===== config.mk =====
export PLATFORM = sky130hd
export DESIGN_NAME = ppc_compare
export DESIGN_NICKNAME = d
export VERILOG_FILES = /design/src/rtl/ppc_pkg.sv /design/src/rtl/ppc_compare.sv
export SDC_FILE = /design/constraint.sdc
export NUM_CORES = 1
export LEC_CHECK = 0
export BUFFER_PORTS_ARGS = -buffer_cell sky130_fd_sc_hd__buf_2
export CORE_MARGIN = 10
export CORE_UTILIZATION = 30
export DETAILED_ROUTE_END_ITERATION = 12
export GPL_TIMING_DRIVEN = 0
export SLEW_MARGIN = 5
export SYNTH_ARGS = -nofsm -noshare
export SYNTH_HDL_FRONTEND = slang
export SYNTH_SLANG_ARGS = --single-unit

===== constraint.sdc =====
create_clock -name clk -period 3.6 [get_ports clk]
set_input_delay 0.18 -clock clk [delete_from_list [all_inputs] [get_ports clk]]
set_output_delay 0.18 -clock clk [all_outputs]
set_load 0.02 [all_outputs]

===== src/rtl/ppc_pkg.sv =====
package ppc_pkg;

	// field widths
	localparam int FREQ_W = 27;
	localparam int DUTY_W = 17;
	localparam int CODE_W = 3;
	localparam int CNT_W  = 16;
	localparam int FRAC_W = 16;

	// divider tables, clock divider outer, high-speed divider inner
	localparam int TAB_N   = 8;
	localparam int ENTRY_N = TAB_N * TAB_N;
	localparam int ENTRY_W = 2 * CODE_W;
	localparam int PROD_W  = 11;

	localparam logic [PROD_W-1:0] CLK_DIV [TAB_N] = '{
		11'd1, 11'd2, 11'd4, 11'd8, 11'd16, 11'd32, 11'd64, 11'd128
	};
	localparam logic [PROD_W-1:0] FAST_DIV [TAB_N] = '{
		11'd1, 11'd2, 11'd4, 11'd6, 11'd8, 11'd10, 11'd12, 11'd14
	};

	// base clock and period limits
	localparam int BASE_TICKS    = 100_000_000;
	localparam int PERIOD_MAX    = 65535;
	localparam int DIVISOR_LIMIT = 128 * 14;
	localparam int DIV_SPAN      = DIVISOR_LIMIT * PERIOD_MAX;

	// smallest frequency that some divider product can reach
	localparam int FREQ_MIN = (BASE_TICKS + DIV_SPAN - 1) / DIV_SPAN;

	// product p qualifies when p * f exceeds base ticks over the period limit
	localparam int QUAL_MIN = BASE_TICKS / PERIOD_MAX + 1;
	localparam int QUAL_W   = $clog2(QUAL_MIN + 1);
	localparam int QPROD_W  = PROD_W + QUAL_W;

	// period division: fixed dividend over f times product
	localparam int DIVR_W     = FREQ_W;
	localparam int QUO_W      = CNT_W;
	localparam int DIV_STEP   = 2;
	localparam int DIV_STAGES = QUO_W / DIV_STEP;
	localparam logic [FREQ_W-1:0] DIVIDEND = FREQ_W'(BASE_TICKS);
	localparam logic [DIVR_W-1:0] REM_INIT = DIVR_W'(DIVIDEND >> QUO_W);
	localparam logic [QUO_W-1:0]  DIV_LOW  = DIVIDEND[QUO_W-1:0];

	// fallback codes and product
	localparam logic [CODE_W-1:0] CODE_NONE = 3'd7;
	localparam logic [PROD_W-1:0] PROD_NONE = PROD_W'(DIVISOR_LIMIT);

	// status codes
	localparam logic STATUS_OK    = 1'b0;
	localparam logic STATUS_RANGE = 1'b1;

	// side data that travels with an item down the pipeline
	typedef struct packed {
		logic              err;
		logic [CODE_W-1:0] clk_code;
		logic [CODE_W-1:0] fast_code;
		logic [DUTY_W-1:0] duty_a;
		logic [DUTY_W-1:0] duty_b;
	} side_t;

	// finished result
	typedef struct packed {
		logic              status;
		logic [CODE_W-1:0] clk_code;
		logic [CODE_W-1:0] fast_code;
		logic [CNT_W-1:0]  period;
		logic [CNT_W-1:0]  cmp_a;
		logic [CNT_W-1:0]  cmp_b;
	} result_t;

	// divider product of one table entry in scan order
	function automatic logic [PROD_W-1:0] entry_prod(int k);
		logic [2*PROD_W-1:0] p;
		p = (2*PROD_W)'(CLK_DIV[k / TAB_N]) * (2*PROD_W)'(FAST_DIV[k % TAB_N]);
		return p[PROD_W-1:0];
	endfunction

	// true when no earlier entry has the same product
	function automatic bit entry_first(int k);
		bit first;
		first = 1'b1;
		for (int m = 0; m < k; m++) begin
			if (entry_prod(m) == entry_prod(k))
				first = 1'b0;
		end
		return first;
	endfunction

	// entry with the next smaller product, -1 when none
	function automatic int entry_pred(int k);
		int best;
		best = -1;
		for (int m = 0; m < ENTRY_N; m++) begin
			if (entry_prod(m) < entry_prod(k) &&
			    (best < 0 || entry_prod(m) > entry_prod(best)))
				best = m;
		end
		return best;
	endfunction

endpackage


===== src/rtl/ppc_compare.sv =====
module ppc_compare import ppc_pkg::*; (
	input  logic             clk,
	input  logic             arst_n,
	input  logic             en,
	input  logic             vld_i,
	input  logic [QUO_W-1:0] quo_i,
	input  side_t            side_i,
	output logic             vld_o,
	output result_t          res_o
);

	localparam int MUL_W = CNT_W + DUTY_W;
	localparam int RAW_W = MUL_W - FRAC_W;

	logic [CNT_W-1:0] period;
	logic [MUL_W-1:0] mul_a, mul_b;
	logic [RAW_W-1:0] raw_a, raw_b;
	logic [CNT_W-1:0] sat_a, sat_b;
	result_t          res_d;

	logic             vld_s1, vld_s2;
	logic [MUL_W-1:0] mul_a_s1, mul_b_s1;
	logic [CNT_W-1:0] period_s1;
	side_t            side_s1;
	result_t          res_s2;

	function automatic logic [MUL_W-1:0] duty_ext(logic [DUTY_W-1:0] d);
		return MUL_W'(d);
	endfunction

	// quotient already lies within the period range
	assign period = quo_i[CNT_W-1:0];
	assign mul_a  = MUL_W'(period) * duty_ext(side_i.duty_a);
	assign mul_b  = MUL_W'(period) * duty_ext(side_i.duty_b);

	// drop the fraction and saturate at the period limit
	assign raw_a = mul_a_s1[MUL_W-1:FRAC_W];
	assign raw_b = mul_b_s1[MUL_W-1:FRAC_W];
	assign sat_a = (|raw_a[RAW_W-1:CNT_W]) ? '1 : raw_a[CNT_W-1:0];
	assign sat_b = (|raw_b[RAW_W-1:CNT_W]) ? '1 : raw_b[CNT_W-1:0];

	// error items give the fixed out-of-range answer
	always_comb begin
		if (side_s1.err) begin
			res_d.status    = STATUS_RANGE;
			res_d.clk_code  = CODE_NONE;
			res_d.fast_code = CODE_NONE;
			res_d.period    = '0;
			res_d.cmp_a     = '0;
			res_d.cmp_b     = '0;
		end else begin
			res_d.status    = STATUS_OK;
			res_d.clk_code  = side_s1.clk_code;
			res_d.fast_code = side_s1.fast_code;
			res_d.period    = period_s1;
			res_d.cmp_a     = sat_a;
			res_d.cmp_b     = sat_b;
		end
	end

	always_ff @(posedge clk or negedge arst_n) begin
		if (!arst_n) begin
			vld_s1 <= 1'b0;
			vld_s2 <= 1'b0;
		end else if (en) begin
			vld_s1 <= vld_i;
			vld_s2 <= vld_s1;
		end
	end

	always_ff @(posedge clk) begin
		if (en) begin
			mul_a_s1  <= mul_a;
			mul_b_s1  <= mul_b;
			period_s1 <= period;
			side_s1   <= side_i;
			res_s2    <= res_d;
		end
	end

	assign vld_o = vld_s2;
	assign res_o = res_s2;

endmodule


# Yosys cells after proc, flatten, opt, wreduce, memory -nomap -nowiden
# Cells that the tools add are included.
totals:
  out_inout_bits: 56
  reg_bits: 146
  word_cells: 19
  inputBits: 61
classes:
  multipliers: 2
  muxes: 3
op_table:
  columns: ["cell", "count"]
  rows:
  - ["16-bit by 17-bit multiplier with 33-bit output", 2]
  - ["55-bit 2-to-1 mux", 1]
  - ["16-bit 2-to-1 mux", 2]

# Depth between registers and ports, before layout
# Gate-level depths: netlist of run 1.
logic_depth:
  depth_word: 2
  ltp_mapped: 23
  depth_no_buf: 22

# Worst setup path before layout of run 1
# OpenSTA, ideal clock, no wires.
synth_timing:
  kind: "input-to-reg"
  startpoint: "input port quo_i[7]"
  endpoint: "register mul_a_s1[32], data pin"
  path_stages: 22
  setup_ps: 263
  path_buffers: 1
  t_arrival_ps: 5403
  required_time_ps: 3337
  path_slack_ps: -2066
  cell_sequence: "clkbuf_1 > nand2_1 > fa_1 > inv_1 > fa_1 > inv_1 > fa_1 > inv_1 > fa_1 > fa_1 > inv_1 > fa_1 > inv_1 > ha_1 > and3_1 > and3_1 > o21ai_0 > a21boi_0 > o21ai_0 > a311oi_1 > a311oi_1 > xnor2_1"
synth_between:
  elab_chain_len: 1
synth_rtl:
  columns: ["element", "line", "source"]
  rows:
  - ["from (decl)", "ppc_compare.sv:6", "input logic [QUO_W-1:0] quo_i,"]
  - ["16-bit by 17-bit multiplier with 33-bit output", "ppc_compare.sv:33", "assign mul_a = MUL_W'(period) * duty_ext(side_i.duty_a);"]
  - ["named net mul_a[32]", "ppc_compare.sv:16", "logic [MUL_W-1:0] mul_a, mul_b;"]
  - ["to (signal assigned)", "ppc_compare.sv:73", "mul_a_s1 <= mul_a;"]
  - ["to (decl)", "ppc_compare.sv:22", "logic [MUL_W-1:0] mul_a_s1, mul_b_s1;"]
# The timed path passes the listed nets, and every way through them passes these cells.
# A chain may end at the register's enable or synchronous reset.

# Final worst setup path of run 1
layout_timing:
  startpoint: "input port quo_i[5]"
  endpoint: "register mul_a_s1[30], data pin"
# The elaborated chain is that of the path after synthesis.

==> impl_summary.log, run 1 <==
INFO  metric layout.nets = 3113
INFO  metric synth_area = 0.0209 mm2
INFO  metric die_w = 284 um
INFO  metric fin_skew = 0.0107 ns
INFO  metric numPlacedInstances = 3203
INFO  metric run_status = complete, but fails checks
INFO  metric hpwlAfterDp = 47100 um
INFO  metric synth-simple-area-share = 16.3%
INFO  metric failed_checks = negative setup slack
INFO  metric post-route-worst-setup-slack = -1.78 ns
INFO  metric ys.flop_type = edfxtp_1
INFO  metric layout.cells.non_filler = 3381
INFO  metric yosys-top-cells-count = inv_1 (463), fa_1 (414), nand2_1 (314), and2_1 (243), ha_1 (204)
INFO  metric cts_tree = done
INFO  metric netlist-cell-type-count = 50
INFO  metric synth_mux_area_share = 0.108%
INFO  metric vias = 15900
INFO  metric hold_viol_final = 0
INFO  metric grt_pass1_wl = 95600 um
INFO  metric syn_inst = 2155
INFO  metric synth-compound-area-share = 3.87%
INFO  metric synth-warning-count = 0
INFO  metric clk_root_buffer_cell = clkbuf_16
INFO  metric layout.area.seq = 0.00341 mm2
INFO  metric flop_and_latch_count_out_of_synthesis = 114
INFO  metric number_of_i_o_port_buffers = 116
INFO  metric synth_adder_area_share = 51.8%
INFO  metric synth_most_common_cell = inv_1
INFO  metric timing.hold.worst.class = primary input to async pin
INFO  metric critical_path.max_fanout = 7
INFO  metric synth_enable_flop_cells = 112
INFO  metric multiInputGateArea = 0.0162 mm2
INFO  metric period_needed = 5.38 ns
INFO  metric final_max_slew_viol_count = 0
INFO  metric drv.max_cap_violation_count = 0
INFO  metric grt_pass1_vias = 16800
INFO  metric clock_insertion_delay_worst_skew = 0.46 ns
INFO  metric rsz_0062_raised_after_global_routing = true
INFO  metric die_height = 284 um
INFO  metric synth_top_area_cells = fa_1 (40%), edfxtp_1 (16%), ha_1 (12%), inv_1 (8.3%), and2_1 (7.3%)
INFO  metric core-area = 0.0689 mm2
INFO  metric async_reset_ff_share = 1.75%
INFO  metric initial_standard_cell_utilization_of_the_core = 30.4%
INFO  metric yosys.area_share.xor_xnor = 1.63%
INFO  metric drt_first_pass_iters = 5
INFO  metric postSynthNetCount = 2834
INFO  metric layout-drive-gt1-share = 22.2%
INFO  metric synth_largest_type_area_fraction = 39.6%
INFO  metric max-clock-path-buffers = 2
INFO  metric cts.sink_count = 114
INFO  metric timing.final.crit_share = 149%
INFO  metric worst_setup_path_start_kind = primary input
INFO  metric drt_first_iter_violations = 1012
INFO  metric rows = 96
INFO  metric num-fill-cells = 6830
INFO  metric dieArea = 0.0808 mm2
INFO  metric largest_family_of_logic_cells_by_synthesized_area = adder cells
INFO  metric wirelength = 62800 um
INFO  metric grt.total_usage = 15.5%
INFO  metric worst_path_arrival_time = 5.59 ns
INFO  metric clk_pin_slew = 0.07 ns
INFO  metric syn_to_final_growth = 29.0%
INFO  metric setup_viol = 34
INFO  metric route.antenna.remaining_nets = 0
INFO  metric post-route-drc-count = 0
INFO  metric endpoint_kind = register
INFO  metric seq_area_frac_synth = 16.3%
INFO  metric design.portCount = 117
INFO  metric syn_area_per_cell = 9.72 um2
INFO  metric gp_congestion = 0.893
INFO  metric global_route.overflow_total = 0
INFO  metric grt_max_degree = 70
INFO  metric fmax = 0.186 GHz
INFO  metric cts_buffers = 17
INFO  metric synth_largest_area_cell = fa_1
INFO  metric critical_path_required = 3.81 ns
INFO  metric route.detailed.wl_per_inst = 18.6 um
INFO  metric route.detailed.vias_per_inst = 4.71
INFO  metric antenna_found_initial = 4
INFO  metric max_slew.worst_pin.slew = 1.31 ns
INFO  metric worstSetupPathType = primary input to register
INFO  metric htreeDepth = 4
INFO  metric worst_slew_margin_rel = 12.9%
critical path, cell delays in order:
cell and delay [ns]:
buf_12 0.12, clkbuf_16 0.15, and2_1 0.15, fa_1 0.53, inv_1 0.07, fa_1 0.57, inv_1 0.07, fa_1 0.47
fa_2 0.49, fa_1 0.49, inv_1 0.05, fa_1 0.47, inv_1 0.06, ha_4 0.16, a21o_1 0.17, a21o_1 0.20
a221oi_4 0.28, nand2_1 0.11, o21ai_2 0.21, a311oi_2 0.15, buf_4 0.18, buf_4 0.13, xor2_2 0.14
cell type report:
cell class | count | share of cell area [%]
Timing Repair Buffer | 263 | 8.26
Tap cell | 931 | 4.31
Antenna cell | 3 | 0.0278
Inverter | 463 | 6.43
Multi-Input combinational cell | 1480 | 60.1
Clock inverter | 15 | 0.588
Clock buffer | 17 | 1.58
Buffer | 95 | 6.06
Sequential cell | 114 | 12.6
kinds of logic after synthesis:
logic type	after synthesis
mux	2
buf+inv	561
xor+xnor	39
simple gates	700
fa+ha+maj	618
compound gates	121
flops	114
layer usage:
metal | vias up | part of all wire [%] | track usage (%)
met1 | 8218 | 41 | 19.7
met5 | - | 0.054 | 0
met3 | 98 | 8.7 | 3.93
li1 | 7050 | - | -
met4 | 6 | 3.3 | 5.82
met2 | 568 | 47 | 25.1
worst paths after layout:
path                                       to  slack, ns        start  depth (start not counted)
worst min register to register      res_o[54]       0.46  side_s1[40]                          0
max in group asynchronous              vld_s1       3.47       arst_n                          2
worst max register to register      res_o[31]       0.94  side_s1[40]                          3
worst max-delay path             mul_a_s1[30]      -1.78     quo_i[5]                         23
worst min-delay path                    vld_o       0.04       arst_n                          2
min in group clk                period_s1[13]       0.04    quo_i[13]                          1
metrics by stage:
step	TNS, ns	hold slack (ns)	cell area [um2]	utilization [%]	setup WS (ns)
after CTS	-50.06	0.00267	26400	38.3	-1.73
after global routing	-57.65	0.0170	27000	39.2	-1.94
after global placement	-81.90	-0.0334	23300	33.8	-2.79
final	-52.55	0.0364	27000	39.2	-1.78
after detailed placement	-81.96	-0.0348	23300	33.9	-2.77
after floorplan	-50.26	-0.116	21600	-	-1.74
repair_timing:
action,in CTS,in global routing
hold endpoints to repair,20,0
gates resized for setup,311,106
buffers inserted,93,34
setup endpoints to repair,34,34
cloned,3,3
pin swaps,98,72
hold buffers,19,0
cells in the final DEF, fill, tap and decap left out, types with 4 or more instances in the layout:
master	netlist	routed
buf_2	0	75
and2_1	243	218
clkbuf_4	0	6
clkbuf_16	0	64
a21o_1	29	29
nand3_1	11	9
and4_1	7	5
ha_2	0	6
a21oi_4	0	4
buf_4	0	116
o21ai_0	17	4
buf_8	0	11
ha_1	204	182
xor2_1	14	12
inv_1	463	433
clkinvlp_4	0	5
dlygate4sd3_1	0	19
a21oi_1	36	18
nand2_2	0	5
ha_4	0	16
fa_2	0	27
a21oi_2	1	15
nand4_1	8	8
edfxtp_1	112	112
or2_2	6	6
buf_6	0	34
nor2_1	78	75
clkbuf_8	0	19
nand2_4	0	5
buf_12	0	13
xnor2_1	25	24
inv_2	0	30
fa_1	414	387
clkbuf_1	98	14
nand2_1	314	304
nor2b_1	20	19
and2_4	0	25
o21ai_2	1	10
sequential cells by signal (all words and copies together), names as in the netlist:
register	flops
side_s1	7
res_o	55
vld_o	1
period_s1	16
vld_s1	1
mul_b_s1	17
mul_a_s1	17
Power of run 1 is not shown: default switching activity piles up to over one toggle a cycle in this logic, so the estimate is an artifact.
==> inputs of run 2 (changes only) <==
--- a/config.mk
+++ b/config.mk
@@ -10,7 +10,9 @@
 export CORE_UTILIZATION = 30
 export DETAILED_ROUTE_END_ITERATION = 12
 export GPL_TIMING_DRIVEN = 0
+export RECOVER_POWER = 50
 export SLEW_MARGIN = 5
 export SYNTH_ARGS = -nofsm -noshare
 export SYNTH_HDL_FRONTEND = slang
 export SYNTH_SLANG_ARGS = --single-unit
+export TNS_END_PERCENT = 30
==> run 2 against run 1 <==
  * The run ends with negative hold slack, negative setup slack left
  * Die area unchanged
  * Global-route usage grew 0.086 points
  * Cell area down 2.1%
  * Count of clock-buffer cells in the layout stayed put
  * Routed wire length shrank 1.0%
  * Register-to-register slack better by 0.05 ns
==> impl_summary.log, run 2 (synthesis gave the netlist of run 1 again) <==
INFO  metric run_status = complete, but fails checks
INFO  metric failed_checks = negative hold slack, negative setup slack
INFO  metric rsz_0062_raised_after_global_routing = true
INFO  metric die_w = 284 um (unchanged)
INFO  metric num-fill-cells = 6817 (-0.19%)
INFO  metric final_max_slew_viol_count = 0 (unchanged)
INFO  metric slowest_stage = fa_1
INFO  metric number_of_hold_buffers_added_after_cts = 19 (unchanged)
INFO  metric cts_tree = done
INFO  metric timing.hold.ws = -0.0617 ns (-0.0981 ns)
INFO  metric endpoint_kind = register
INFO  metric route.antenna.remaining_nets = 0 (unchanged)
INFO  metric dpl-instance-area = 0.0233 mm2 (-0.26%)
INFO  metric max-clock-path-buffers = 2 (unchanged)
INFO  metric worstSetupPathType = primary input to register
INFO  metric worst_setup_path_start_kind = primary input
INFO  metric setup_viol = 34 (unchanged)
INFO  metric layout.nets = 3081 (-1.0%)
INFO  metric cts_buffers = 17 (unchanged)
INFO  metric post-route-cell-area = 0.0265 mm2 (-2.1%)
INFO  metric worst_path_arrival_time = 5.58 ns (about the same)
INFO  metric post-route-worst-setup-slack = -1.77 ns (+0.00703 ns)
INFO  metric layout_commonest_cell = inv_1
INFO  metric die_height = 284 um (unchanged)
INFO  metric grt_max_degree = 76 (+8.6%)
INFO  metric hold_viol_final = 1 (+1)
INFO  metric multiInputGateArea = 0.0161 mm2 (-0.92%)
INFO  metric period_needed = 5.37 ns (-0.00703 ns)
INFO  metric critical_path_required = 3.81 ns (about the same)
INFO  metric clk_root_buffer_cell = clkbuf_16
INFO  metric cts.sink_count = 114 (unchanged)
INFO  metric layout.area.seq = 0.00341 mm2 (unchanged)
INFO  metric largest_register_ff_count = 55 (unchanged)
INFO  metric grt_pass1_vias = 16900 (+0.98%)
INFO  metric antenna_found_initial = 7 (+3)
INFO  metric drv.max_cap_violation_count = 0 (unchanged)
INFO  metric wirelength = 62100 um (-1.0%)
INFO  metric fmax = 0.186 GHz (+0.13%)
INFO  metric global_route.overflow_total = 0 (unchanged)
INFO  metric critical_path.max_stage_delay = 0.56 ns (about the same)
INFO  metric core-area = 0.0689 mm2 (unchanged)
INFO  metric clock_insertion_delay_worst_skew = 0.46 ns (about the same)
INFO  metric grt.total_usage = 15.6% (+0.086 points)
INFO  metric number_of_i_o_port_buffers = 116 (unchanged)
INFO  metric vias = 15900 (-0.44%)
INFO  metric crit_path_cell_trace = buf_12 -> clkbuf_16 -> and2_4 -> fa_1 -> inv_2 -> fa_2 -> inv_1 -> fa_2 -> fa_2 -> fa_1 -> inv_1 -> fa_1 -> inv_2 -> ha_4 -> and4_4 -> nand4_1 -> nor2_2 -> a21oi_4 -> buf_12 -> o41ai_4 -> o211a_1 -> nor2_1 -> xnor2_1
INFO  metric route.detailed.wl_per_inst = 18.5 um (about the same)
INFO  metric syn_to_final_growth = 26.4%
INFO  metric timing.hold.worst.class = primary input to register
INFO  metric hpwlAfterDp = 47600 um (+1.2%)
INFO  metric timing.final.crit_share = 149% (-0.20 points)
INFO  metric critical_path.max_fanout = 8 (+1)
INFO  metric dieArea = 0.0808 mm2 (unchanged)
INFO  metric rows = 96 (unchanged)
INFO  metric clk_pin_slew = 0.07 ns (about the same)
INFO  metric design.portCount = 117 (unchanged)
INFO  metric max_slew.worst_pin.slew = 1.26 ns (-0.0429 ns)
INFO  metric worst_slew_margin_rel = 15.8% (+2.9 points)
INFO  metric gp_congestion = 0.891 (-0.26%)
INFO  metric fin_skew = 0.0147 ns (+0.00395 ns)
INFO  metric post-route-drc-count = 0 (unchanged)
INFO  metric layout-drive-gt1-share = 19.5% (-2.7 points)
INFO  metric initial_standard_cell_utilization_of_the_core = 30.4% (unchanged)
INFO  metric route.detailed.vias_per_inst = 4.74 (+0.51%)
INFO  metric drt_first_pass_iters = 6 (+1)
INFO  metric drt_first_iter_violations = 1063 (+5.0%)
INFO  metric htreeDepth = 4 (unchanged)
INFO  metric grt_pass1_wl = 97400 um (+1.9%)
INFO  metric most-common-layout-cells = inv_1 (442), fa_1 (396), nand2_1 (306)
==> run 2: per-layer routing <==
metal	routed length [um]	GRT usage [%]	vias to the layer above
li1	-	-	7004
met5	46	0	-
met2	29900	25.9	554
met4	1770	4.96	8
met3	5390	3.87	99
met1	25000	19.6	8205
==> run 2: area by class of cell <==
| class | count | share of cell area (%) |
|---|---|---|
| Sequential cell | 114 | 12.9 |
| Buffer | 96 | 6.02 |
| Antenna cell | 3 | 0.0284 |
| Multi-Input combinational cell | 1480 | 60.8 |
| Inverter | 463 | 6.57 |
| Tap cell | 931 | 4.40 |
| Clock inverter | 15 | 0.686 |
| Clock buffer | 17 | 1.61 |
| Timing Repair Buffer | 230 | 6.99 |
==> run 2: repair_timing <==
action	in CTS	in global routing
resized for setup	264	101
endpoints found under the hold margin	21	1
setup buffers	68	26
setup endpoints to repair	34	34
pin swaps	47	52
gates cloned	2	3
==> run 2: critical path: cells and delay by family <==
kind            cells  cell delay (ns)
compound gates      3             0.62
xor+xnor            1             0.12
fa+ha+maj           7             3.33
buf+inv             7             0.63
simple gates        5             0.72
==> run 2: final timing paths <==
check	from	to	slack, ns	cells after the start
max in group asynchronous	arst_n	vld_o	3.48	2
min in group asynchronous	arst_n	vld_s1	0.03	2
setup reg to reg	side_s1[40]	res_o[15]	0.99	3
setup / recovery	quo_i[10]	mul_b_s1[32]	-1.77	23
hold / removal	quo_i[4]	period_s1[4]	-0.06	1
hold reg to reg	side_s1[40]	res_o[54]	0.45	0
==> run 2: per-stage QoR <==
step                      TNS (ns)  setup slack (ns)  std cells  utilization (%)
final                       -52.16             -1.77       3349             38.4
after global routing        -56.76             -1.93       3347             38.4
after global placement      -81.97             -2.78       3202             33.7
after detailed placement    -82.10             -2.80       3203             33.8
after floorplan             -50.63             -1.74       2155                -
after CTS                   -50.34             -1.73       3324             37.6
Power of run 2 is left out for the same reason.
