<file path="config.mk">
export PLATFORM = sky130hd
export DESIGN_NAME = ppc_skid
export DESIGN_NICKNAME = d
export VERILOG_FILES = /design/src/rtl/ppc_pkg.sv /design/src/rtl/ppc_skid.sv
export SDC_FILE = /design/constraint.sdc
export NUM_CORES = 1
export LEC_CHECK = 0
export BUFFER_PORTS_ARGS = -buffer_cell sky130_fd_sc_hd__buf_2
export CELL_PAD_IN_SITES_DETAIL_PLACEMENT = 1
export CELL_PAD_IN_SITES_GLOBAL_PLACEMENT = 1
export CORE_UTILIZATION = 47
export DETAILED_ROUTE_END_ITERATION = 10
export PLACE_DENSITY_LB_ADDON = 0.1
export SYNTH_ARGS = -nofsm -noshare
export SYNTH_HDL_FRONTEND = slang
export SYNTH_SLANG_ARGS = --single-unit
</file>
<file path="constraint.sdc">
create_clock -name clk -period 11.7 [get_ports clk]
set_input_delay 1.755 -clock clk [delete_from_list [all_inputs] [get_ports clk]]
set_output_delay 1.755 -clock clk [all_outputs]
set_load 0.005 [all_outputs]
</file>
<file path="src/rtl/ppc_pkg.sv">
package ppc_pkg;

	// field widths
	localparam int FREQ_W = 27;
	localparam int DUTY_W = 17;
	localparam int CODE_W = 3;
	localparam int CNT_W  = 16;
	localparam int FRAC_W = 16;

	// divider tables, clock divider outer, high-speed divider inner
	localparam int TAB_N   = 8;
	localparam int ENTRY_N = TAB_N * TAB_N;
	localparam int ENTRY_W = 2 * CODE_W;
	localparam int PROD_W  = 11;

	localparam logic [PROD_W-1:0] CLK_DIV [TAB_N] = '{
		11'd1, 11'd2, 11'd4, 11'd8, 11'd16, 11'd32, 11'd64, 11'd128
	};
	localparam logic [PROD_W-1:0] FAST_DIV [TAB_N] = '{
		11'd1, 11'd2, 11'd4, 11'd6, 11'd8, 11'd10, 11'd12, 11'd14
	};

	// base clock and period limits
	localparam int BASE_TICKS    = 100_000_000;
	localparam int PERIOD_MAX    = 65535;
	localparam int DIVISOR_LIMIT = 128 * 14;
	localparam int DIV_SPAN      = DIVISOR_LIMIT * PERIOD_MAX;

	// smallest frequency that some divider product can reach
	localparam int FREQ_MIN = (BASE_TICKS + DIV_SPAN - 1) / DIV_SPAN;

	// product p qualifies when p * f exceeds base ticks over the period limit
	localparam int QUAL_MIN = BASE_TICKS / PERIOD_MAX + 1;
	localparam int QUAL_W   = $clog2(QUAL_MIN + 1);
	localparam int QPROD_W  = PROD_W + QUAL_W;

	// period division: fixed dividend over f times product
	localparam int DIVR_W     = FREQ_W;
	localparam int QUO_W      = CNT_W;
	localparam int DIV_STEP   = 2;
	localparam int DIV_STAGES = QUO_W / DIV_STEP;
	localparam logic [FREQ_W-1:0] DIVIDEND = FREQ_W'(BASE_TICKS);
	localparam logic [DIVR_W-1:0] REM_INIT = DIVR_W'(DIVIDEND >> QUO_W);
	localparam logic [QUO_W-1:0]  DIV_LOW  = DIVIDEND[QUO_W-1:0];

	// fallback codes and product
	localparam logic [CODE_W-1:0] CODE_NONE = 3'd7;
	localparam logic [PROD_W-1:0] PROD_NONE = PROD_W'(DIVISOR_LIMIT);

	// status codes
	localparam logic STATUS_OK    = 1'b0;
	localparam logic STATUS_RANGE = 1'b1;

	// side data that travels with an item down the pipeline
	typedef struct packed {
		logic              err;
		logic [CODE_W-1:0] clk_code;
		logic [CODE_W-1:0] fast_code;
		logic [DUTY_W-1:0] duty_a;
		logic [DUTY_W-1:0] duty_b;
	} side_t;

	// finished result
	typedef struct packed {
		logic              status;
		logic [CODE_W-1:0] clk_code;
		logic [CODE_W-1:0] fast_code;
		logic [CNT_W-1:0]  period;
		logic [CNT_W-1:0]  cmp_a;
		logic [CNT_W-1:0]  cmp_b;
	} result_t;

	// divider product of one table entry in scan order
	function automatic logic [PROD_W-1:0] entry_prod(int k);
		logic [2*PROD_W-1:0] p;
		p = (2*PROD_W)'(CLK_DIV[k / TAB_N]) * (2*PROD_W)'(FAST_DIV[k % TAB_N]);
		return p[PROD_W-1:0];
	endfunction

	// true when no earlier entry has the same product
	function automatic bit entry_first(int k);
		bit first;
		first = 1'b1;
		for (int m = 0; m < k; m++) begin
			if (entry_prod(m) == entry_prod(k))
				first = 1'b0;
		end
		return first;
	endfunction

	// entry with the next smaller product, -1 when none
	function automatic int entry_pred(int k);
		int best;
		best = -1;
		for (int m = 0; m < ENTRY_N; m++) begin
			if (entry_prod(m) < entry_prod(k) &&
			    (best < 0 || entry_prod(m) > entry_prod(best)))
				best = m;
		end
		return best;
	endfunction

endpackage

</file>
<file path="src/rtl/ppc_skid.sv">
module ppc_skid import ppc_pkg::*; (
	input  logic    clk,
	input  logic    arst_n,
	input  logic    s_valid,
	output logic    s_ready,
	input  result_t s_res,
	output logic    m_valid,
	input  logic    m_ready,
	output result_t m_res
);

	logic    main_vld_q, skid_vld_q;
	result_t main_q, skid_q;

	// pipeline may move whenever the spare slot is empty
	assign s_ready = !skid_vld_q;
	assign m_valid = main_vld_q;
	assign m_res   = main_q;

	always_ff @(posedge clk or negedge arst_n) begin
		if (!arst_n) begin
			main_vld_q <= 1'b0;
			skid_vld_q <= 1'b0;
		end else if (!main_vld_q || m_ready) begin
			if (skid_vld_q) begin
				main_vld_q <= 1'b1;
				skid_vld_q <= 1'b0;
			end else begin
				main_vld_q <= s_valid;
			end
		end else if (s_valid && !skid_vld_q) begin
			skid_vld_q <= 1'b1;
		end
	end

	// output register refills from the spare slot first
	always_ff @(posedge clk) begin
		if (!main_vld_q || m_ready) begin
			if (skid_vld_q)
				main_q <= skid_q;
			else if (s_valid)
				main_q <= s_res;
		end else if (s_valid && !skid_vld_q) begin
			skid_q <= s_res;
		end
	end

endmodule

</file>
Yosys cells after proc, flatten, opt, wreduce, memory -nomap -nowiden --
Cells that the tools add are included.
Cells by class: $add $sub $neg 0, multipliers 0, div/mod/pow operators 0, $lt $le $gt $ge 0, equal/unequal tests 0, shift-type cells 0, muxes and demuxes 5, bitwise operators 1, reduce and logical (&&, ||, !) cells 8
Operator list (number):
- 55-bit 2-to-1 mux | 2
- 2-bit AND reduction | 2
- 2-bit nonzero test | 2
- 1-bit 2-to-1 mux | 3
- 1-bit zero test | 2
- 1-bit logical AND | 1
- 1-bit logical OR | 1
- 1-bit inverter | 1
Word-level totals: register bits after elaboration 112, latch bits 0, RAM bits 0, ROM bits 0, input port bits 59, output and inout bits 57, word-level logic and storage cells 28, memories 0

Logic depth before layout (Yosys ltp) --
Gate-level depths: netlist of the first run.
depth in word-level cells 4, depth in mapped cells 5, mapped depth without buffers 2

Worst setup path before layout of the first run --
Ideal clock, no wire load.
kind input to register, start input m_ready, end register skid_q[0] in the netlist's numbering, enable pin, library setup time 0.547 ns, arrival 5.998 ns, required time 11.153 ns, slack 5.156 ns, cell stages on the path 2, path buffers 0, path through nand2b_1 > nor3b_1
On the way: longest elaborated chain between the ends 3
RTL lines:
- start: declaration | RTL line ppc_skid.sv:8 | input logic m_ready,
- 1-bit logical OR | RTL line ppc_skid.sv:38 | if (!main_vld_q || m_ready) begin
- 1-bit inverter (no source line)
- 2-bit AND reduction (no source line)
- end signal: assignment | RTL line ppc_skid.sv:44 | skid_q <= s_res;
- end: declaration | RTL line ppc_skid.sv:13 | result_t main_q, skid_q;
No other way between the ends. A chain may end at the register's enable or synchronous reset.

Worst setup path in the final report of the first run --
start input m_ready, end register skid_q[1] in the netlist's numbering, enable pin
The elaborated chain is that of the path after synthesis.

==> impl_results.md, run 1 <==
* Status: finished clean
* Crit path cell chain: buf_2 > nand2b_1 > nor3b_2 > buf_4
* Net Sw Power at 0.167 mW
* Sequential power share at 0.620
* Area Growth Syn to Fin at 21.3%
* Post-layout util at 0.597
* Max incr delay on CP at 0.83 ns
* Maximum vdd drop at 63.9 uV
* Cell area after synthesis at 4090 sq um
* First-pass GRT wire length at 10700 microns
* #FFs+latches synth at 112
* Cell with the most instances after synthesis: edfxtp_1
* Setup TNS at 0 ns
* Port bufs at 115
* Async set-reset flop share out of synthesis at 0.0179
* Syn_nets at 240
* Relative slew slack at 0.340
* Layout Cells excl Fill at 413
* Number of routed nets with antenna violations at 0
* Placed cell count at 397
* Flip-flop and latch area at 3350 sq um
* Seq/Total Area, Yosys at 0.821
* Yosys warns at 0
* Antenna diodes at 0
* Placer congestion estimate at 0.672
* Multi-input gate area at 681 sq um
* Post-CTS sizing at 0
* Worst-Margin Slew at 0.985 ns
* Cell family with most CP delay: simple AND/OR/NAND/NOR gates
* Worst setup path startpoint: m_ready
* DR vias/cell at 4.95
* Leakage at 1.85 nW
* PD cells at 156 nW/um^2
* Internal Power at 0.608 mW
* Flop2flop setup slack at 9.34 ns
* Post-route minimum period at 3.52 ns
* CP bufs+invs at 2
* R2R Path End: m_res[9]
* Final wirelength at 7170 microns
* Chip width at 95.2 microns
* Die Ht at 95.2 microns
* Yosys top cell area share at 0.809
* Critical path class: in -> reg
* Logic pwr share at 0.092
* RSZ-0062 raised after global routing: no
* Core region area at 8300 sq um
* Setup crit start kind: input port
* Worst r2r src: skid_vld_q
* Synth top area cells: edfxtp_1, mux2_2, mux2_4
* Fin crit share at 0.301
* Clock Latency Late Sink at 0.36 ns
* Largest area contributor in the netlist: edfxtp_1
* FF-to-FF path depth at 3
* CP max FO at 43
* DIE AREA at 9070 sq um
* DRT Pass-1 Iters at 4
* H-tree depth at 3
* Post-synth top cells: edfxtp_1, mux2_2, mux2_4
* Post-Syn Instances at 181
* Endpoints failing setup at 0
* Max-cap violations at 0
* Clock network fraction of design power at 0.288
* Placement Setup Slack at 7.75 ns
* Sw Ratio at 0.215
* # rows at 33
* Critical Path Sink Type: flop
* Max-slew violation count at 0
* Vias at 2044
* I/O pin cnt at 116
* Avg WL per Cell at 17.4 microns
* Post-synth top flop: edfxtp_1
* CTS Buffer Depth at 2
* Num CTS Buffers at 9
* Clk sink count at 112
* Setup Skew at 0.00977 ns
* Post-CTS Hold Buffers at 0
* Initial detailed-routing violation count at 67
* Root Buffer: clkbuf_8
* Starting Density at 0.492
* Largest net degree at the start of global routing at 56
* Filler cell count in the final layout at 769
* Gr ovfl total at 0
* Initial antenna violation count at 0
* DRC viols at 0
* Final hold violation count at 0
* Post-synth EDFFs at 110
* Final nets at 362
* CP arrival at 3.52 ns
* Fmax achieved at 0.284 GHz
* Hold slack at 0.554 ns
* Yosys cell types at 12
* Critical path endpoint: skid_q[1]
* Crit path required time at 11.70 ns
* Hold path depth at 1
* HPWL Detailed at 4780 microns
* Vias in the first global route at 2097
* WP depth at 4
* Layout cells sized above 1 at 0.614
* Reg clk slew, reported paths at 0.09 ns
* Setup Buffers After CTS at 0
* Critical Path Slowest Stage Cell: nor3b_2
* Syn Area/Cell at 22.6 sq um
* CTS tree: built
* Global Route Usage Sum at 0.166
* Final worst setup slack at 8.18 ns
* Hold WC Path Type: reg -> reg
-- logic make-up (layout without fill, tap and decap cells) --
group / count (synthesis) / after routing / synth area share
compound gates: 1 / 1 / 0.00184
buf+inv: 8 / 135 / 0.0141
flops: 112 / 112 / 0.821
mux: 55 / 55 / 0.157
simple gates: 5 / 5 / 0.00613
-- registers in the layout (all words and copies together), names as in the netlist --
signal / count
m_res: 55
m_valid: 1
skid_q: 55
skid_vld_q: 1
-- cell type report --
cell class                 count  area share
clock buffer                  11      0.0265
clock inverter                 5      0.0116
inverter                       1    0.000757
multi-input combinational     61       0.137
sequential                   112       0.677
tap                          105      0.0265
timing repair buffer         118       0.121
-- worst min path at each step --
stage           endpoint        from  slack (ns)
2_1_floorplan   m_res[0]   skid_q[0]        0.52
3_3_place_gp    m_res[3]   skid_q[3]        0.53
3_5_place_dp   m_res[24]  skid_q[24]        0.53
4_1_cts        m_res[46]  skid_q[46]        0.56
5_1_grt        m_res[46]  skid_q[46]        0.57
6_report       m_res[31]  skid_q[31]        0.55
-- cells in the final DEF (no fill, tap or decap), drive strengths merged --
cell type,count
mux2,55
nor2,2
buf,118
clkinvlp,2
clkinv,2
bufinv,1
nor3b,1
clkbuf,11
o21a,1
dfrtp,2
nand2,1
edfxtp,110
nand2b,1
inv,1
-- metrics by stage --
step	power [mW]	area (sq um)
final	0.775	4960
after global routing	0.802	4960
after CTS	0.783	4960
after detailed placement	0.563	4770
after global placement	0.560	4770
after floorplan	0.527	4090
-- power groups by stage --
| stage | combinational, mW | clock (mW) | sequential [mW] |
|---|---|---|---|
| after global routing | 0.0784 | 0.241 | 0.483 |
| final | 0.0713 | 0.223 | 0.480 |
| after CTS | 0.0734 | 0.228 | 0.481 |
| after detailed placement | 0.0732 | 0 | 0.490 |
| after floorplan | 0.0353 | 0 | 0.492 |
| after global placement | 0.0709 | 0 | 0.489 |
-- per-layer routing --
metal | global-route usage | vias to the layer above | part of all wire
met3 | 0.0566 | 8 | 0.070
met2 | 0.255 | 73 | 0.47
met5 | 0 | - | 0
met4 | 0.0720 | 0 | 0.014
li1 | - | 960 | -
met1 | 0.215 | 1003 | 0.44
Note: power is estimated with default switching activity, not from simulation.
==> run 2, diff against run 1 <==
--- a/config.mk
+++ b/config.mk
@@ -5,10 +5,11 @@
 export SDC_FILE = /design/constraint.sdc
 export NUM_CORES = 1
 export LEC_CHECK = 0
+export ABC_AREA = 1
 export BUFFER_PORTS_ARGS = -buffer_cell sky130_fd_sc_hd__buf_2
 export CELL_PAD_IN_SITES_DETAIL_PLACEMENT = 1
 export CELL_PAD_IN_SITES_GLOBAL_PLACEMENT = 1
-export CORE_UTILIZATION = 47
+export CORE_UTILIZATION = 37
 export DETAILED_ROUTE_END_ITERATION = 10
 export PLACE_DENSITY_LB_ADDON = 0.1
 export SYNTH_ARGS = -nofsm -noshare
==> constraint.sdc (replaced) <==
create_clock -name clk -period 3.1 [get_ports clk]
set_input_delay 0.465 -clock clk [delete_from_list [all_inputs] [get_ports clk]]
set_output_delay 0.465 -clock clk [all_outputs]
set_load 0.005 [all_outputs]
==> run 2 against run 1 <==
  * Setup slack lost 7.4 ns
  * Global-route usage down 0.86 points
  * Clock power rose to 3.8 times the previous value
  * Non-clock buffer count grew 3
  * Routed wire length increased by 17%
  * Sequential share of layout area down 1.2 points
  * Design area increased by 1.8%
  * Clock-buffer cell count is 2 lower
  * Die area is 27% higher
  * Hold slack got worse by 0.27 ns
  * Critical path type is now reg -> out
  * Critical endpoint is now s_ready
==> impl_results.md, run 2 <==
* Setup crit start kind: flop (was input port)
* Antenna diodes at 0 (unchanged)
* Crit path required time at 2.63 ns (was 11.70 ns)
* Worst setup path startpoint: skid_vld_q (was m_ready)
* R2R Path End: m_res[12] (was m_res[9])
* RSZ-0062 raised after global routing: no (unchanged)
* Post-synth top flop: edfxtp_1 (unchanged)
* HPWL Detailed at 5650 microns (was 4780 microns)
* Net Sw Power at 0.687 mW (was 0.167 mW)
* Num CTS Buffers at 9 (unchanged)
* Worst Hold Path EP: skid_q[19] (was m_res[31])
* Logic pwr share at 0.095 (was 0.092)
* Start point of the worst hold path: s_res[19] (was skid_q[31])
* Critical path class: reg -> out (was in -> reg)
* Seq/Total Area, Yosys at 0.816 (was 0.821)
* Cell with the most instances after synthesis: nand2_1 (was edfxtp_1)
* Yosys top cell area share at 0.804 (was 0.809)
* Vias at 2504 (was 2044)
* I/O pin cnt at 116 (unchanged)
* Core region area at 10800 sq um (was 8300 sq um)
* Avg WL per Cell at 14.9 microns (was 17.4 microns)
* Worst r2r src: skid_vld_q (unchanged)
* Setup TNS at 0 ns (unchanged)
* Commonest non-fill, non-tap cell in the layout: nand2_1 (was buf_2)
* Fmax achieved at 0.437 GHz
* Starting Density at 0.379 (was 0.492)
* Leakage at 2.16 nW (was 1.85 nW)
* DRC viols at 0 (unchanged)
* Async set-reset flop share out of synthesis at 0.0179 (unchanged)
* CTS tree: built (unchanged)
* Layout cells sized above 1 at 0.327 (was 0.614)
* First-pass GRT wire length at 13200 microns (was 10700 microns)
* Die Ht at 107 microns (was 95.2 microns)
* Port bufs at 115 (unchanged)
* Post-place instance area at 4840 sq um (was 4770 sq um)
* Most frequent cells in the layout: nand2_1, buf_2, edfxtp_1 (was buf_2, edfxtp_1, mux2_2)
* DRT Pass-1 Iters at 4 (unchanged)
* Setup Skew at 0.0120 ns (was 0.00977 ns)
* Hold slack at 0.281 ns (was 0.554 ns)
* Placer congestion estimate at 0.709 (was 0.672)
* Clk sink count at 112 (unchanged)
* Final hold violation count at 0 (unchanged)
* FF-to-FF path depth at 3 (unchanged)
* Internal Power at 2.28 mW (was 0.608 mW)
* Post-synth top cells: nand2_1, edfxtp_1, buf_4 (was edfxtp_1, mux2_2, mux2_4)
* CTS Buffer Depth at 2 (unchanged)
* Status: finished clean (unchanged)
* Initial detailed-routing violation count at 56 (was 67)
* Endpoints failing setup at 0 (unchanged)
* Yosys warns at 0 (unchanged)
* Final nets at 479 (was 362)
* CP max FO at 56 (was 43)
* Post-synth EDFFs at 110 (unchanged)
* Syn Area/Cell at 13.7 sq um (was 22.6 sq um)
* Final worst setup slack at 0.813 ns (was 8.18 ns)
* Clock network fraction of design power at 0.288 (about the same)
* Area Growth Syn to Fin at 22.9% (was 21.3%)
* Initial antenna violation count at 0 (unchanged)
* Reg clk slew, reported paths at 0.11 ns (was 0.09 ns)
* Max-slew violation count at 0 (unchanged)
* Largest net degree at the start of global routing at 57 (was 56)
* Post-CTS sizing at 0 (unchanged)
* Max-cap violations at 0 (unchanged)
* Post-Syn Instances at 300 (was 181)
* Fin crit share at 0.738
* Gr ovfl total at 0 (unchanged)
* Final wirelength at 8400 microns (was 7170 microns)
* Yosys cell types at 9 (was 12)
* Sequential power share at 0.617 (was 0.620)
* Hold path depth at 1 (unchanged)
* Global Route Usage Sum at 0.157 (was 0.166)
* Chip width at 107 microns (was 95.2 microns)
* Relative slew slack at 0.590 (was 0.340)
* Root Buffer: clkbuf_8 (unchanged)
* Flop2flop setup slack at 1.21 ns (was 9.34 ns)
* Syn_nets at 359 (was 240)
* Worst-Margin Slew at 0.614 ns (was 0.985 ns)
* #FFs+latches synth at 112 (unchanged)
* CP arrival at 1.82 ns (was 3.52 ns)
* Sw Ratio at 0.232 (was 0.215)
* Design area at 5050 sq um (was 4960 sq um)
* DR vias/cell at 4.43 (was 4.95)
* # rows at 38 (was 33)
* Vias in the first global route at 2560 (was 2097)
* Hold WC Path Type: in -> reg (was reg -> reg)
* Cell area after synthesis at 4110 sq um (was 4090 sq um)
* DIE AREA at 11500 sq um (was 9070 sq um)
* Largest area contributor in the netlist: edfxtp_1 (unchanged)
* Number of routed nets with antenna violations at 0 (unchanged)
* Critical Path Sink Type: output port (was flop)
* PD cells at 587 nW/um^2 (was 156 nW/um^2)
* Post-route minimum period at 2.29 ns
* H-tree depth at 3 (unchanged)
* Clock Latency Late Sink at 0.36 ns (about the same)
* Placement Setup Slack at 1.18 ns (was 7.75 ns)
* Maximum vdd drop at 310 uV (was 63.9 uV)
* Synth top area cells: edfxtp_1, nand2_1, dfrtp_1 (was edfxtp_1, mux2_2, mux2_4)
run 2: cell families after synthesis:
group | after synthesis | synth area share
DFF | 112 | 0.816
and+or+nand+nor | 173 | 0.158
buffers and inverters | 15 | 0.0256
run 2: layer usage:
| metal | up-vias | wire length [microns] | part of all wire | global-route usage |
|---|---|---|---|---|
| met4 | 0 | 73 | 0.0087 | 0.0499 |
| met1 | 1188 | 3640 | 0.43 | 0.189 |
| met5 | - | 0 | 0 | 0 |
| met3 | 7 | 426 | 0.051 | 0.0502 |
| met2 | 68 | 4260 | 0.51 | 0.269 |
| li1 | 1241 | - | - | - |
run 2: worst max path at each step:
| stage | endpoint | cells after the start | slack, ns |
|---|---|---|---|
| after detailed placement | m_res[13] | 3 | 1.18 |
| after global routing | s_ready | 3 | 0.66 |
| after CTS | s_ready | 3 | 0.77 |
| after floorplan | skid_q[0] | 4 | 0.60 |
| after global placement | s_ready | 3 | 1.21 |
| final | s_ready | 3 | 0.81 |
run 2: timing repair:
| action | 4_1_cts | 5_1_grt |
|---|---|---|
| endpoints found under the hold margin | 2 | 0 |
| buffers inserted | 0 | 0 |
| hold buffers | 1 | 0 |
run 2: worst max-delay path, cell delays in order, from the launching register on:
cell and delay, ns:
dfrtp_2 0.59, inv_2 0.11, buf_4 0.52, buf_2 0.22
run 2: power groups by stage:
stage / Combinational (mW) / Sequential, mW / Clock [mW]
CTS: 0.291 / 1.83 / 0.891
detailed placement: 0.290 / 1.86 / 0
floorplan: 0.130 / 1.86 / 0
finish: 0.282 / 1.83 / 0.854
global placement: 0.280 / 1.86 / 0
global route: 0.323 / 1.84 / 0.949
run 2: final cells by class:
cell class	count	area, sq um
Fill cell	1173	5790
Sequential cell	112	3350
Multi-Input combinational cell	173	664
Timing Repair Buffer	121	648
Tap cell	140	175
Clock buffer	9	124
Clock inverter	7	71.3
Inverter	3	11.3
run 2: stage by stage:
step	std cells	total power [mW]	util
final	565	2.96	0.466
after global routing	565	3.11	0.466
after CTS	565	3.01	0.466
after detailed placement	548	2.15	0.447
after global placement	548	2.14	0.447
after floorplan	300	1.99	-
==> run 3, diff against run 2 <==
--- a/config.mk
+++ b/config.mk
@@ -9,7 +9,7 @@
 export BUFFER_PORTS_ARGS = -buffer_cell sky130_fd_sc_hd__buf_2
 export CELL_PAD_IN_SITES_DETAIL_PLACEMENT = 1
 export CELL_PAD_IN_SITES_GLOBAL_PLACEMENT = 1
-export CORE_UTILIZATION = 37
+export CORE_UTILIZATION = 41
 export DETAILED_ROUTE_END_ITERATION = 10
 export PLACE_DENSITY_LB_ADDON = 0.1
 export SYNTH_ARGS = -nofsm -noshare
==> constraint.sdc (replaced) <==
create_clock -name clk -period 2.22 [get_ports clk]
set_input_delay 0.333 -clock clk [delete_from_list [all_inputs] [get_ports clk]]
set_output_delay 0.333 -clock clk [all_outputs]
set_load 0.005 [all_outputs]
==> run 3 against run 2 <==
  * Power increased by 36%
  * Sequential power rose by 39%
  * Clock power is 28% higher
  * Global-route usage rose by 1.0 points
  * Clock-buffer cell count stayed put
  * Die area is 9.6% lower
==> impl_results.md, run 3 (synthesized netlist as in run 2, its figures left out) <==
* DR vias/cell at 4.57 (was 4.43)
* Final wirelength at 8360 microns (was 8400 microns)
* Leakage at 2.14 nW (was 2.16 nW)
* Critical path endpoint: skid_q[54] (was s_ready)
* Avg WL per Cell at 15.0 microns (was 14.9 microns)
* Final nets at 478 (was 479)
* Initial detailed-routing violation count at 76 (was 56)
* Port bufs at 115 (unchanged)
* Hold WC Path Type: in -> reg (unchanged)
* Status: finished clean (unchanged)
* Clock network fraction of design power at 0.270 (was 0.288)
* DIE AREA at 10400 sq um (was 11500 sq um)
* Gr ovfl total at 0 (unchanged)
* Initial antenna violation count at 0 (unchanged)
* R2R Path End: skid_q[54] (was m_res[12])
* Filler cell count in the final layout at 1085 (was 1173)
* Worst setup path startpoint: skid_vld_q (unchanged)
* CTS tree: built (unchanged)
* Logic pwr share at 0.100 (was 0.095)
* I/O pin cnt at 116 (unchanged)
* Sequential power share at 0.631 (was 0.617)
* Design area at 5010 sq um (was 5050 sq um)
* Largest net degree at the start of global routing at 56 (was 57)
* # rows at 36 (was 38)
* Max-slew violation count at 0 (unchanged)
* Placed cell count at 540 (was 548)
* Reg clk slew, reported paths at 0.11 ns (about the same)
* Placement Setup Slack at 0.600 ns (was 1.18 ns)
* Core region area at 9730 sq um (was 10800 sq um)
* DRC viols at 0 (unchanged)
* Vias at 2548 (was 2504)
* H-tree depth at 3 (unchanged)
* Relative slew slack at 0.609 (was 0.590)
* Power Total at 4.03 mW (was 2.96 mW)
* Post-route minimum period at 1.63 ns
* Fmax achieved at 0.615 GHz
* Net Sw Power at 0.964 mW (was 0.687 mW)
* Flop2flop setup slack at 0.59 ns (was 1.21 ns)
* CTS Buffer Depth at 2 (unchanged)
* Crit path required time at 2.25 ns (was 2.63 ns)
* PD cells at 804 nW/um^2 (was 587 nW/um^2)
* Post-place instance area at 4830 sq um (was 4840 sq um)
* HPWL Detailed at 5460 microns (was 5650 microns)
* Die Ht at 102 microns (was 107 microns)
* Chip width at 102 microns (was 107 microns)
* Starting Density at 0.422 (was 0.379)
* CP arrival at 1.65 ns (was 1.82 ns)
* Maximum vdd drop at 427 uV (was 310 uV)
* Placer congestion estimate at 0.734 (was 0.709)
* Num CTS Buffers at 9 (unchanged)
* Root Buffer: clkbuf_8 (unchanged)
* CP max FO at 55 (was 56)
* Sw Ratio at 0.239 (was 0.232)
* Setup crit start kind: flop (unchanged)
* Vias in the first global route at 2592 (was 2560)
* Setup Skew at 0.0151 ns (was 0.0120 ns)
* Max-cap violations at 0 (unchanged)
* Fin crit share at 0.732
* Worst r2r src: skid_vld_q (unchanged)
* RSZ-0062 raised after global routing: no (unchanged)
* Worst-Margin Slew at 0.586 ns (was 0.614 ns)
* Setup TNS at 0 ns (unchanged)
* DRT Pass-1 Iters at 4 (unchanged)
* Hold slack at 0.157 ns (was 0.281 ns)
* Post-layout util at 0.515 (was 0.466)
* FF-to-FF path depth at 4 (was 3)
* Endpoints failing setup at 0 (unchanged)
* Number of routed nets with antenna violations at 0 (unchanged)
* Setup Buffers After CTS at 0 (unchanged)
* Clk sink count at 112 (unchanged)
* Final worst setup slack at 0.595 ns (was 0.813 ns)
* Final hold violation count at 0 (unchanged)
* Layout Cells excl Fill at 558 (was 565)
* Clock Latency Late Sink at 0.36 ns (about the same)
* Area Growth Syn to Fin at 22.0% (was 22.9%)
* First-pass GRT wire length at 12900 microns (was 13200 microns)
* Commonest non-fill, non-tap cell in the layout: nand2_1 (unchanged)
* Global Route Usage Sum at 0.168 (was 0.157)
* Critical path class: reg -> reg (was reg -> out)
* Critical Path Sink Type: flop (was output port)
* Internal Power at 3.07 mW (was 2.28 mW)
* Layout cells sized above 1 at 0.321 (was 0.327)
* Post-CTS sizing at 0 (unchanged)
* Most frequent cells in the layout: nand2_1, buf_2, edfxtp_1 (unchanged)
* Hold path depth at 1 (unchanged)
## run 3: per-layer routing
layer / wire length, microns / vias to the layer above / GRT usage
met5: 0 / - / 0
met4: 117 / 0 / 0.0681
met3: 342 / 8 / 0.0328
met2: 4300 / 66 / 0.289
met1: 3600 / 1233 / 0.208
li1: - / 1241 / -
## run 3: what timing repair did
| item | CTS | global route |
|---|---|---|
| hold buffers | 1 | 0 |
| endpoints found under the setup margin | 0 | 0 |
| hold endpoints to repair | 2 | 0 |
## run 3: power groups by stage
stage / logic [mW] / registers [mW] / clock network, mW
after global routing: 0.459 / 2.56 / 1.20
after floorplan: 0.185 / 2.60 / 0
after global placement: 0.400 / 2.59 / 0
after CTS: 0.415 / 2.55 / 1.12
after detailed placement: 0.414 / 2.59 / 0
final: 0.402 / 2.54 / 1.09
## run 3: how the worst min path moves through the flow
stage | slack, ns | from | to
6_report | 0.16 | s_res[25] | skid_q[25]
5_1_grt | 0.13 | s_res[45] | skid_q[45]
4_1_cts | 0.14 | s_res[13] | skid_q[13]
3_5_place_dp | 0.12 | arst_n | m_valid
3_3_place_gp | 0.12 | arst_n | m_valid
2_1_floorplan | 0.04 | arst_n | m_valid
## run 3: cell type report
class | instances | area, sq um | share of cell area
tap | 133 | 166 | 0.0332
clock inverter | 7 | 47.5 | 0.00949
clock buffer | 9 | 124 | 0.0247
inverter | 3 | 11.3 | 0.00225
antenna | 1 | 2.50 | 0.000499
timing repair buffer | 120 | 641 | 0.128
multi-input combinational | 173 | 664 | 0.133
sequential | 112 | 3350 | 0.669
## run 3: worst max-delay path: stages, from the launching register on
cell and delay, ns:
dfrtp_2 0.43, inv_2 0.25, nand2_1 0.15, nor2_4 0.12, buf_12 0.27
